$ cat src/rtl/sequential_list_table_top_defines.svh
// assertion macros for the sequential list table
`ifndef SEQUENTIAL_LIST_TABLE_TOP_DEFINES_SVH
`define SEQUENTIAL_LIST_TABLE_TOP_DEFINES_SVH

// condition holds in the same cycle
`define SLT_ASSERT_NOW(label, cond, consequent, msg) \
    label: assert property (@(posedge aclk) disable iff (!aresetn) \
        (cond) |-> (consequent)) else $error(msg);

// condition holds in the next cycle
`define SLT_ASSERT_NEXT(label, cond, consequent, msg) \
    label: assert property (@(posedge aclk) disable iff (!aresetn) \
        (cond) |=> (consequent)) else $error(msg);

`endif

$ cat src/rtl/slt_pkg.sv
// shared types and constants for the sequential list table
package slt_pkg;

    localparam int DATA_W       = 32;
    localparam int POS_W        = 6;
    localparam int FUNC_W       = 3;
    localparam int LEN_W        = 11;
    localparam int CAPACITY_DEF = 32;

    typedef enum logic [FUNC_W-1:0] {
        FN_CLEAR  = 3'd0,
        FN_READ   = 3'd1,
        FN_FIND   = 3'd2,
        FN_INSERT = 3'd3,
        FN_DELETE = 3'd4
    } func_t;

    typedef struct packed {
        logic [FUNC_W-1:0]        func;
        logic [POS_W-1:0]         position;
        logic signed [DATA_W-1:0] value;
    } in_item_t;

    typedef struct packed {
        logic                     ok;
        logic signed [DATA_W-1:0] read_value;
        logic [POS_W-1:0]         found_position;
        logic [POS_W-1:0]         list_length;
        logic                     is_empty;
    } out_item_t;

    typedef struct packed {
        logic                     ok;
        logic [FUNC_W-1:0]        func;
        logic [POS_W-1:0]         position;
        logic [LEN_W-1:0]         count;
        logic signed [DATA_W-1:0] data;
        logic                     hit;
        logic [POS_W-1:0]         found;
    } chain_req_t;

endpackage

$ cat src/rtl/slt_cell.sv
// one list entry cell: holds an entry and passes the request to its neighbor
module slt_cell
    import slt_pkg::*;
#(
    parameter int INDEX = 0
) (
    input  logic                     aclk,
    input  logic                     aresetn,
    input  logic                     valid_in,
    input  chain_req_t               req_in,
    input  logic signed [DATA_W-1:0] entry_right,
    output logic                     valid_out,
    output chain_req_t               req_out,
    output logic signed [DATA_W-1:0] entry_out
);

    localparam logic [LEN_W-1:0] AT_POS  = LEN_W'(INDEX + 1);
    localparam logic [LEN_W-1:0] OWN_IDX = LEN_W'(INDEX);

    logic signed [DATA_W-1:0] entry_reg;
    logic signed [DATA_W-1:0] entry_next;
    chain_req_t               req_reg;
    chain_req_t               req_next;
    logic                     valid_reg;
    logic                     act;
    logic                     at_pos;
    logic                     past_pos;
    logic                     match;

    always_comb begin
        act        = valid_in && req_in.ok;
        at_pos     = LEN_W'(req_in.position) == AT_POS;
        past_pos   = LEN_W'(req_in.position) <= OWN_IDX;
        match      = (OWN_IDX < req_in.count) && (entry_reg == req_in.data);
        entry_next = entry_reg;
        req_next   = req_in;
        if (act) begin
            case (req_in.func)
                FN_READ: begin
                    if (at_pos) begin
                        req_next.data = entry_reg;
                    end
                end
                FN_FIND: begin
                    if (!req_in.hit && match) begin
                        req_next.hit   = 1'b1;
                        req_next.found = POS_W'(INDEX + 1);
                    end
                end
                FN_INSERT: begin
                    if (at_pos || past_pos) begin
                        entry_next    = req_in.data;
                        req_next.data = entry_reg;
                    end
                end
                FN_DELETE: begin
                    if (at_pos || past_pos) begin
                        entry_next = entry_right;
                    end
                    if (at_pos) begin
                        req_next.data = entry_reg;
                    end
                end
                default: begin
                end
            endcase
        end
    end

    always_ff @(posedge aclk) begin
        if (!aresetn) begin
            valid_reg <= 1'b0;
        end else begin
            valid_reg <= valid_in;
        end
    end

    always_ff @(posedge aclk) begin
        req_reg   <= req_next;
        entry_reg <= entry_next;
    end

    assign valid_out = valid_reg;
    assign req_out   = req_reg;
    assign entry_out = entry_reg;

endmodule

$ cat src/rtl/sequential_list_table_top.sv
// Ordered list of up to CAPACITY signed 32-bit words, addressed by 1-based
// position, with clear, read, find, insert and delete requests. Each entry
// lives in its own cell of a chain; a request enters the first cell when it
// is accepted and moves one cell per cycle, shifting, reading or matching as
// it passes. One request is in flight at a time, so the block takes no new
// request until the last one has left the end of the cell chain. A finished
// result may wait at the output while the next request is accepted.
`include "sequential_list_table_top_defines.svh"

module sequential_list_table_top
    import slt_pkg::*;
#(
    parameter int CAPACITY = CAPACITY_DEF
) (
    input  logic      aclk,
    input  logic      aresetn,
    input  logic      s_valid,
    output logic      s_ready,
    input  in_item_t  s_data,
    output logic      m_valid,
    input  logic      m_ready,
    output out_item_t m_data
);

    localparam int CNT_W = $clog2(CAPACITY + 1);

    logic [CNT_W-1:0]         count_reg;
    logic [CNT_W-1:0]         count_next;
    logic                     busy_reg;
    logic                     busy_next;
    logic                     m_valid_reg;
    logic                     m_valid_next;
    logic                     hold_valid_reg;
    logic                     hold_valid_next;
    out_item_t                out_reg;
    out_item_t                out_next;
    out_item_t                hold_reg;
    out_item_t                hold_next;
    out_item_t                tail_item;
    logic                     s_accept;
    logic [LEN_W-1:0]         pos_ext;
    logic [LEN_W-1:0]         cnt_ext;
    logic                     pos_ok;
    logic                     ins_ok;
    logic                     head_ok;
    chain_req_t               head_req;
    chain_req_t               tail_req;
    logic                     tail_valid;
    logic [CAPACITY:0]        chain_valid;
    chain_req_t               chain_req   [CAPACITY+1];
    logic signed [DATA_W-1:0] chain_entry [CAPACITY];
    logic signed [DATA_W-1:0] entry_right [CAPACITY];

    assign s_ready  = !busy_reg && !hold_valid_reg;
    assign s_accept = s_valid && s_ready;

    // request check and length update
    always_comb begin
        pos_ext    = LEN_W'(s_data.position);
        cnt_ext    = LEN_W'(count_reg);
        pos_ok     = (pos_ext != '0) && (pos_ext <= cnt_ext);
        ins_ok     = (pos_ext != '0) && (pos_ext <= cnt_ext + LEN_W'(1))
                     && (count_reg < CNT_W'(CAPACITY));
        head_ok    = 1'b0;
        count_next = count_reg;
        case (s_data.func)
            FN_CLEAR: begin
                head_ok    = 1'b1;
                count_next = '0;
            end
            FN_READ: begin
                head_ok = pos_ok;
            end
            FN_FIND: begin
                head_ok = 1'b1;
            end
            FN_INSERT: begin
                head_ok = ins_ok;
                if (ins_ok) begin
                    count_next = count_reg + CNT_W'(1);
                end
            end
            FN_DELETE: begin
                head_ok = pos_ok;
                if (pos_ok) begin
                    count_next = count_reg - CNT_W'(1);
                end
            end
            default: begin
            end
        endcase
        if (!s_accept) begin
            count_next = count_reg;
        end
        head_req.ok       = head_ok;
        head_req.func     = s_data.func;
        head_req.position = s_data.position;
        head_req.count    = cnt_ext;
        head_req.data     = s_data.value;
        head_req.hit      = 1'b0;
        head_req.found    = '0;
    end

    assign chain_valid[0] = s_accept;
    assign chain_req[0]   = head_req;

    for (genvar i = 0; i < CAPACITY; i++) begin : g_cell
        if (i == CAPACITY - 1) begin : g_last
            assign entry_right[i] = chain_entry[i];
        end else begin : g_mid
            assign entry_right[i] = chain_entry[i+1];
        end

        slt_cell #(
            .INDEX(i)
        ) u_cell (
            .aclk       (aclk),
            .aresetn    (aresetn),
            .valid_in   (chain_valid[i]),
            .req_in     (chain_req[i]),
            .entry_right(entry_right[i]),
            .valid_out  (chain_valid[i+1]),
            .req_out    (chain_req[i+1]),
            .entry_out  (chain_entry[i])
        );
    end

    assign tail_valid = chain_valid[CAPACITY];
    assign tail_req   = chain_req[CAPACITY];

    // result formatting at the end of the chain
    always_comb begin
        tail_item.ok             = tail_req.ok;
        tail_item.read_value     = (tail_req.ok && (tail_req.func == FN_READ
                                   || tail_req.func == FN_DELETE)) ? tail_req.data : '0;
        tail_item.found_position = tail_req.hit ? tail_req.found : '0;
        tail_item.list_length    = POS_W'(count_reg);
        tail_item.is_empty       = (count_reg == '0);
    end

    // output register with one hold slot
    always_comb begin
        busy_next       = busy_reg;
        m_valid_next    = m_valid_reg;
        hold_valid_next = hold_valid_reg;
        out_next        = out_reg;
        hold_next       = hold_reg;
        if (s_accept) begin
            busy_next = 1'b1;
        end
        if (m_valid_reg && m_ready) begin
            if (hold_valid_reg) begin
                out_next        = hold_reg;
                hold_valid_next = 1'b0;
            end else begin
                m_valid_next = 1'b0;
            end
        end
        if (tail_valid) begin
            busy_next = 1'b0;
            if (!m_valid_reg || m_ready) begin
                out_next     = tail_item;
                m_valid_next = 1'b1;
            end else begin
                hold_next       = tail_item;
                hold_valid_next = 1'b1;
            end
        end
    end

    always_ff @(posedge aclk) begin
        if (!aresetn) begin
            count_reg      <= '0;
            busy_reg       <= 1'b0;
            m_valid_reg    <= 1'b0;
            hold_valid_reg <= 1'b0;
        end else begin
            count_reg      <= count_next;
            busy_reg       <= busy_next;
            m_valid_reg    <= m_valid_next;
            hold_valid_reg <= hold_valid_next;
        end
    end

    always_ff @(posedge aclk) begin
        out_reg  <= out_next;
        hold_reg <= hold_next;
    end

    assign m_valid = m_valid_reg;
    assign m_data  = out_reg;

    `SLT_ASSERT_NEXT(a_accept_sets_busy, s_valid && s_ready, busy_reg, "request accepted without busy")
    `SLT_ASSERT_NOW(a_tail_while_busy, chain_valid[CAPACITY], busy_reg, "chain result while idle")
    `SLT_ASSERT_NOW(a_single_request, 1'b1, $onehot0(chain_valid), "more than one request in chain")
    `SLT_ASSERT_NOW(a_hold_behind_out, hold_valid_reg, m_valid_reg, "hold slot full with output empty")
    `SLT_ASSERT_NOW(a_count_in_range, 1'b1, count_reg <= CNT_W'(CAPACITY), "length above capacity")

endmodule

$ cat config.mk
export PLATFORM = sky130hd
export DESIGN_NAME = sequential_list_table_top
export DESIGN_NICKNAME = d
export VERILOG_FILES = /design/src/rtl/slt_pkg.sv /design/src/rtl/slt_cell.sv /design/src/rtl/sequential_list_table_top.sv
export VERILOG_INCLUDE_DIRS = /design/src /design/src/rtl
export SDC_FILE = /design/constraint.sdc
export NUM_CORES = 2
export LEC_CHECK = 0
export BUFFER_PORTS_ARGS = -buffer_cell sky130_fd_sc_hd__buf_2
export CAP_MARGIN = 20
export CELL_PAD_IN_SITES_DETAIL_PLACEMENT = 2
export CELL_PAD_IN_SITES_GLOBAL_PLACEMENT = 2
export CORE_MARGIN = 2
export CORE_UTILIZATION = 46
export CTS_CLUSTER_SIZE = 20
export DETAILED_ROUTE_END_ITERATION = 10
export HOLD_SLACK_MARGIN = 0.12
export PLACE_DENSITY_LB_ADDON = 0.05
export SLEW_MARGIN = 20
export SYNTH_ARGS = -nofsm -noshare
export SYNTH_HDL_FRONTEND = slang
export SYNTH_SLANG_ARGS = --single-unit
$ cat constraint.sdc
create_clock -name aclk -period 6.4 [get_ports aclk]
set_input_delay 0 -clock aclk [delete_from_list [all_inputs] [get_ports aclk]]
set_output_delay 0 -clock aclk [all_outputs]
set_load 0.02 [all_outputs]
==> impl_metrics.ini <==
[clock_network]
clockBufferDepth = 4
clock_sinks = 2842
root_buffer = clkbuf_16
clk_latency_ns = 0.94
cts_tree = yes
h-tree-depth = 5
cts_resized = 0
clk_pin_slew_ns = 0.06
cts-buffers-inserted = 318

[synth]
ys_seq_area_share_pct = 61.8
synthTopCellsByCount = mux2_2 (1,807), dfxtp_1 (1,772), edfxtp_1 (1,070)
ys_ff_latch = 2842
synth_xor_area_share_pct = 7.54
synth-compound-area-share_pct = 2.53
muxShareOfSynthArea_pct = 19.8
yosys.area_share.simple_pct = 6.70
syn-num-nets = 7980
yosys.area_share.adder_pct = 0.224
synth_most_common_cell = mux2_2
synthCells = 7916
async_flop_share_pct = 0
yosysTopAreaCellShare_pct = 32.4
synth_top_family_by_area = multiplexers
postSynthAreaPerCell_um2 = 13.8
synthDistinctLibCells = 79
syn-cell-area_um2 = 109000
synth-main-ff-cell = dfxtp_1
yosysWarnings = 0
synth-edff-count = 1070
synth_largest_area_cell = dfxtp_1
ys_top_cells_by_area = dfxtp_1 (32%), edfxtp_1 (29%), mux2_2 (19%), xnor2_1 (4.4%), xor2_1 (3.1%)

[setup_path]
crit_path_top_delay_cell = dfxtp_1
max_stage_delay_ns = 0.64
r2r_start = count_reg[0]
worstSetupEndpointType = flop
crit_type = reg -> reg
cp_common_cell = o22a_2
critPathBufInv = 3
crit_fanout = 32
cp_data_required_time_ns = 7.21
r2r_cells = 12
r2r_setup_slack_ns = 2.10
cp_data_arrival_time_ns = 5.10
startpoint_type = flop
cp-startpoint = count_reg[0]
path_cells = inv_1, nor3_1, xnor2_1, ha_1, a21oi_1, nand2_1, o22a_2, o22a_2, a2111oi_4, buf_4, mux2_2, dlygate4sd3_1
critical_path.top_delay_family = buffers and inverters
rr_endpoint = g_cell[0].u_cell.req_out[7]

[global_route]
grt_pass1_wl_um = 523000
antenna_found_initial = 12
grt_use_total_pct = 29.3
grt_max_degree = 76
overflow = 0
grt_pass1_vias = 72600

[hold_path]
hold_class = in -> reg
min_to = count_reg[5]
hold_start = s_data[39]
worstHoldPathCells = 5

[power]
ir_drop_uv = 262
clock_power_share_pct = 45.8
p_int_mw = 30.8
comb_power_share_pct = 4.1
switching_share_pct = 22.4
p_seq_share_pct = 50.1
power.density_nw_per_um2 = 316
leakage_nw = 46.1
power.switching_mw = 8.89

[finish]
fin_nets = 8379
final_util_pct = 53.0
largest_register_ffs = 1685
area_growth_pct = 14.8
fillers = 21600
fin_cells = 11700
drive_above_1_share_pct = 31.4

[placement]
port-buffer-count = 92
gp_congestion = 0.849
place_inst = 11000
dp_hpwl_um = 259000

[floorplanning]
core_region_area_um2 = 237000
rows = 179
die_y_um = 492
die_x_um = 492
io_pins = 93
die-area_um2 = 242000
start_util_pct = 46.1

[run_status]
outcome = finished clean

[timing]
setup_viol = 0
rsz0062_at_grt = false
fin_tns_setup_ns = 0
report.final.slew_viol_count = 0
relSlewSlack_pct = 25.9
finalHoldViolCount = 0
post-route-period-util_pct = 67.1
worst_pin_slew_ns = 1.10
layout_min_cycle_time_ns = 4.30
hold_ws_ns = 0.222
clock_skew_ns = 0.0524
max_freq_ghz = 0.233

[detailed_routing]
drt_pass1_iterations = 6
viasPerCell = 5.60
wl_um = 360000
drcViolationCount = 0
final_antenna_net_count = 0
wire_per_inst_um = 30.7
num_vias = 65700
dr.first_iter.drc_count = 4288

[job]
max_cap_viol_count = 0
==> per-stage QoR <==
stage          setup WS (ns)  area (um2)  power, mW
6_report                2.10      126000       39.7
3_5_place_dp            2.73      114000       21.8
5_1_grt                 1.88      126000       40.9
3_3_place_gp            2.69      114000       21.7
2_1_floorplan           1.64      109000       21.1
4_1_cts                 2.12      126000       39.9
==> worst max path at each step <==
stage / end / slack, ns / cells past startpoint
after CTS: g_cell[0].u_cell.req_out[7] / 2.12 / 12
final: g_cell[0].u_cell.req_out[7] / 2.10 / 12
after floorplan: g_cell[13].u_cell.entry_out[0] / 1.64 / 4
after global routing: g_cell[0].u_cell.req_out[7] / 1.88 / 12
after detailed placement: g_cell[0].u_cell.req_out[7] / 2.73 / 11
after global placement: g_cell[0].u_cell.req_out[7] / 2.69 / 11
==> cell type report <==
type	count	area, um2	share of cell area, %
Sequential cell	2842	67600	53.8
Multi-Input combinational cell	4688	40700	32.4
Clock buffer	478	9510	7.57
Tap cell	3167	3960	3.15
Timing Repair Buffer	322	2510	2.00
Clock inverter	83	734	0.585
Inverter	143	537	0.427
Antenna cell	7	17.5	0.0139
==> power groups by stage <==
| stage | clock network [mW] | registers, mW | logic (mW) |
|---|---|---|---|
| after floorplan | 0 | 19.9 | 1.13 |
| after global placement | 0 | 20.2 | 1.47 |
| after detailed placement | 0 | 20.2 | 1.53 |
| after CTS | 18.4 | 19.9 | 1.63 |
| after global routing | 19.2 | 19.9 | 1.76 |
| final | 18.2 | 19.9 | 1.64 |
==> per-layer routing <==
layer	track usage, %	up-vias	wire length [um]
met5	0	-	32
met4	9.17	4	11600
met3	3.58	528	11900
met2	51.0	1264	181000
met1	38.0	34600	155000
li1	-	29300	-
==> layout by cell type, fill, tap and decap left out, drive strengths merged, types with 8 or more instances in the layout <==
cell type    instances
nor3b               38
clkinv              53
o2111ai             11
nand4              164
dfxtp             1772
o21ai              187
mux2              1841
inv                158
a221oi               8
and2                72
or3                 10
or4                 13
a31oi               11
dlygate4sd3        123
edfxtp            1070
nor3                62
nand3               58
ha                  18
nor2                99
a21o                15
mux2i               84
a211oi               8
xnor2              549
nand2b              57
nor2b              109
a2111oi             14
nor4               141
xor2               392
nand2              414
and3                 9
o22ai               26
bufinv              10
clkbuf             478
or2                 85
buf                199
a21oi               69
==> worst reg2reg max path, delay by kind of cell (launching register included) <==
| kind | cells | cell delay, ns |
|---|---|---|
| buf+inv | 3 | 1.34 |
| compound gates | 4 | 0.98 |
| fa+ha+maj | 1 | 0.28 |
| xor+xnor | 1 | 0.15 |
| simple gates | 2 | 0.34 |
| mux | 1 | 0.44 |
| flops | 1 | 0.64 |
==> cells by family after synthesis <==
group | after synthesis
compound gates | 436
xor+xnor | 941
fa+ha+maj | 19
buf+inv | 386
flops | 2842
mux | 1925
simple gates | 1367
==> what timing repair did <==
item / 4_1_cts / 5_1_grt
hold buffers: 123 / 0
buffers inserted: 0 / 0
hold endpoints to repair: 169 / 0
Power figures use the tool's default switching activity.
